<file path="config.mk">
export PLATFORM = sky130hd
export DESIGN_NAME = pae_ram
export DESIGN_NICKNAME = d
export VERILOG_FILES = /design/src/rtl/pae_ram.sv
export SDC_FILE = /design/constraint.sdc
export NUM_CORES = 1
export LEC_CHECK = 0
export ABC_AREA = 0
export BUFFER_PORTS_ARGS = -buffer_cell sky130_fd_sc_hd__clkbuf_2
export CAP_MARGIN = 30
export CORE_ASPECT_RATIO = 1.1
export CORE_MARGIN = 2
export CORE_UTILIZATION = 40
export CTS_CLUSTER_DIAMETER = 60
export DETAILED_ROUTE_END_ITERATION = 8
export GPL_TIMING_DRIVEN = 0
export MAX_ROUTING_LAYER = met4
export PLACE_DENSITY_LB_ADDON = 0.2
export SKIP_CTS_REPAIR_TIMING = 1
export SLEW_MARGIN = 20
export SYNTH_ARGS = -nofsm -noshare
export SYNTH_HDL_FRONTEND = slang
export SYNTH_SLANG_ARGS = --single-unit
</file>
<file path="constraint.sdc">
create_clock -name clk -period 3.28 [get_ports clk]
set_clock_uncertainty 0.2 [all_clocks]
set_input_delay 0.164 -clock clk [delete_from_list [all_inputs] [get_ports clk]]
set_output_delay 0.164 -clock clk [all_outputs]
set_load 0.01 [all_outputs]
</file>
<file path="src/rtl/pae_ram.sv">
`timescale 1ns / 1ps

module pae_ram #(
  parameter int WIDTH = 8,
  parameter int DEPTH = 64,
  localparam int AW = (DEPTH > 1) ? $clog2(DEPTH) : 1
) (
  input  logic             clk,
  input  logic             we,
  input  logic [AW-1:0]    waddr,
  input  logic [WIDTH-1:0] wdata,
  input  logic             re,
  input  logic [AW-1:0]    raddr,
  output logic [WIDTH-1:0] rdata
);

  logic [WIDTH-1:0] mem [DEPTH];

  always_ff @(posedge clk) begin
    if (we) begin
      mem[waddr] <= wdata;
    end
    if (re) begin
      rdata <= mem[raddr];
    end
  end

endmodule

</file>
==> run_results.csv <==
group,metric,value,unit
timing,rsz0062_at_grt,"no",
global_routing,grt_pass1_vias,9877,
cts,clk_latency,580,ps
hold_path,min_to,"mem[49][6]$_DFFE_PP_",
place,port_buffers,22,
timing,hold_viol,0,
final_layout,finalNetCount,1045,
routing,wl_per_cell,29.3,um
power,cellLeakagePower,7.05,nW
routing,drt_pass1_iterations,5,
setup_path,worst-setup-path-type,"in -> reg",
die,die_h,240,um
power,ir_drop,0.378,mV
synthesis,ys_ff_latch,520,
routing,viasPerCell,5.66,
run_status,status,"complete, no violations",
setup_path,crit_fanout,10,
routing,wl_met3,3310,um
synthesis,synthCells,940,
hold_path,min_from,"waddr[0]",
setup_path,startpoint_type,"input pin",
setup_path,slowest_stage,"o41ai_1",
cts,clkSinkCount,520,
synthesis,yosysTopAreaCell,"edfxtp_1",
synthesis,synth.net_count,963,
timing,fin_crit_sh,89.8,%
timing,layout_setup_ws,336,ps
routing,drt-total-wl,50400,um
setup_path,crit_required,3350,ps
routing,drc,0,
cts,numCtsBuffers,50,
final_layout,drive_gt1_share,25.6,%
cts,cts.htree.levels,2,
synthesis,ys_types,39,
setup_path,slowest_delay,700,ps
synthesis,ys_seq_area_share,77.1,%
run,cap_violations,0,
hold_path,worstHoldPathCells,3,
setup_path,crit_start,"raddr[2]",
die,die_w,219,um
global_routing,grt_usage,20.2,%
setup_path,reg2reg_slack,740,ps
routing,ant_nets,0,
power,p_per_area,603,mW/mm^2
timing,setup_viol,0,
final_layout,fillers,4226,
die,die-area,0.0524,mm^2
routing,dr.first_iter.drc_count,1081,
cts,cts_tree,"built",
synthesis,synth_area_leaders,"edfxtp_1 77%, mux4_2 14%, nor2_1 1.5%",
synthesis,synth_edf_count,520,
setup_path,cp_cell_sequence,"buf_2, buf_4, clkbuf_1, buf_2, o221ai_1, o21a_1, o41ai_1",
setup_path,r2r_end,"rdata[4]$_DFFE_PP_",
timing,fmax,340,MHz
hold_path,hold_class,"in -> reg",
timing,slew_headroom,37.1,%
routing,met1_length,20700,um
die,core-area,0.0500,mm^2
synthesis,synth_most_common_cell,"edfxtp_1",
synthesis,netlist_top_cells_count,"520 x edfxtp_1, 126 x mux4_2, 83 x nor2_1, 23 x mux2i_1, 19 x nand2_1",
cts,cts_root_buf,"clkbuf_16",
global_routing,grt_pass1_wl,72000,um
timing,drv_slew,0,
routing,route.met2.wl,25000,um
setup_path,reg2regPathDepth,5,
timing,period_needed,2940,ps
synthesis,synth-main-ff-cell,"edfxtp_1",
place,dp_slack,-109,ps
synthesis,ys_warn_count,0,
cts,clk_path_buf_depth,3,
global_routing,antenna_found_initial,1,
synthesis,avgSynthCellArea,21.5,um^2
synthesis,syn_area,0.0202,mm^2
setup_path,worstReg2RegStart,"mem[17][4]$_DFFE_PP_",
cts,path_clk_slew,60,ps
final_layout,final_util,45.7,%
setup_path,end_kind,"flip-flop",
synthesis,synth_top_area_share,77.1,%
die,floorplan.initialDensity,40.5,%
setup_path,cp.arrival,3010,ps
final_layout,area_growth,13.0,%
global_routing,grt_overflow,0,
place,dpl.hpwl,31900,um
place,gp_congestion,0.899,
setup_path,worst-path-buf-inv,4,
synthesis,synth_async_sr_flop_share,0,%
timing,worstMarginPinSlew,941,ps
setup_path,crit_top_cell,"buf_2",
setup_path,worst_path_dominant_cell_family,"buffers and inverters",
global_routing,grt_max_degree,65,
routing,vias,9743,
die,io_pins,31,
routing,top_layer,"met4",
die,placementRows,86,
## worst register-to-register path: cells and delay by family, from the launching register on
kind	cells	cell delay, ps
AO/OA/AOI/OAI	2	530
flip-flops	1	370
multiplexers	2	790
AND/OR/NAND/NOR	1	370
## power breakdown
group          switching, W  total [W]  internal, W
Sequential        0.0000126    0.00738      0.00737
Combinational      0.000482   0.000745     0.000262
Clock               0.00246    0.00566      0.00320
Total               0.00296     0.0138       0.0108
## cells by family (layout without fill, tap and decap cells)
logic type / Yosys count / count (layout) / share of synthesized area [%]
AO/OA/AOI/OAI: 54 / 54 / 2.06
other: 0 / 1 / 0
buffers and inverters: 51 / 172 / 1.56
flip-flops: 520 / 520 / 77.1
AND/OR/NAND/NOR: 153 / 153 / 3.37
multiplexers: 162 / 162 / 15.9
## worst max-delay path by stage
stage,to,slack [ps],depth (start not counted)
global placement,rdata[6]$_DFFE_PP_,-240,8
global route,rdata[3]$_DFFE_PP_,320,7
floorplan,rdata[3]$_DFFE_PP_,1110,7
CTS,rdata[3]$_DFFE_PP_,500,7
finish,rdata[3]$_DFFE_PP_,340,7
detailed placement,rdata[3]$_DFFE_PP_,-110,7
## metal layers
layer,track usage (%),vias up
met5,-,-
met1,26.9,5180
met3,3.31,91
met4,6.25,0
li1,-,4102
met2,32.2,370
## final cells by class
type | count | area [um^2] | share of cell area, %
Timing Repair Buffer | 30 | 206 | 0.902
Multi-Input combinational cell | 369 | 4330 | 18.9
Sequential cell | 520 | 15600 | 68.3
Clock inverter | 31 | 298 | 1.30
Antenna cell | 1 | 2.50 | 0.0109
Clock buffer | 60 | 1290 | 5.63
Buffer | 51 | 317 | 1.38
Tap cell | 660 | 826 | 3.61
## flip-flops by register name, summed over array words and instances (netlist names)
signal / cells
mem: 512
rdata: 8
## through the flow
| stage | hold WS (ps) | instances | total power [W] | TNS [ps] | instance area (um^2) |
|---|---|---|---|---|---|
| 2_1_floorplan | 62.9 | 940 | 0.00792 | 0 | 20200 |
| 3_3_place_gp | 381 | 1622 | 0.00826 | -766 | 21200 |
| 3_5_place_dp | 386 | 1626 | 0.00828 | -205 | 21300 |
| 4_1_cts | -220 | 1717 | 0.0139 | 0 | 22800 |
| 5_1_grt | 52.8 | 1721 | 0.0142 | 0 | 22900 |
| 6_report | 38.6 | 1722 | 0.0138 | 0 | 22900 |
## placed cells by master, fill, tap and decap left out, types with 9 or more instances in the layout
cell       instances
buf_2             11
clkbuf_1          27
mux4_2           126
clkbuf_2          14
nand3_1           13
mux2i_1           23
edfxtp_1         520
nor2_1            83
clkbuf_16         50
nor2b_1           14
clkinv_1          10
buf_4             17
nand2_1           19
clkinv_2           9
mux2_2            13
(Power assumes the default switching activity.)
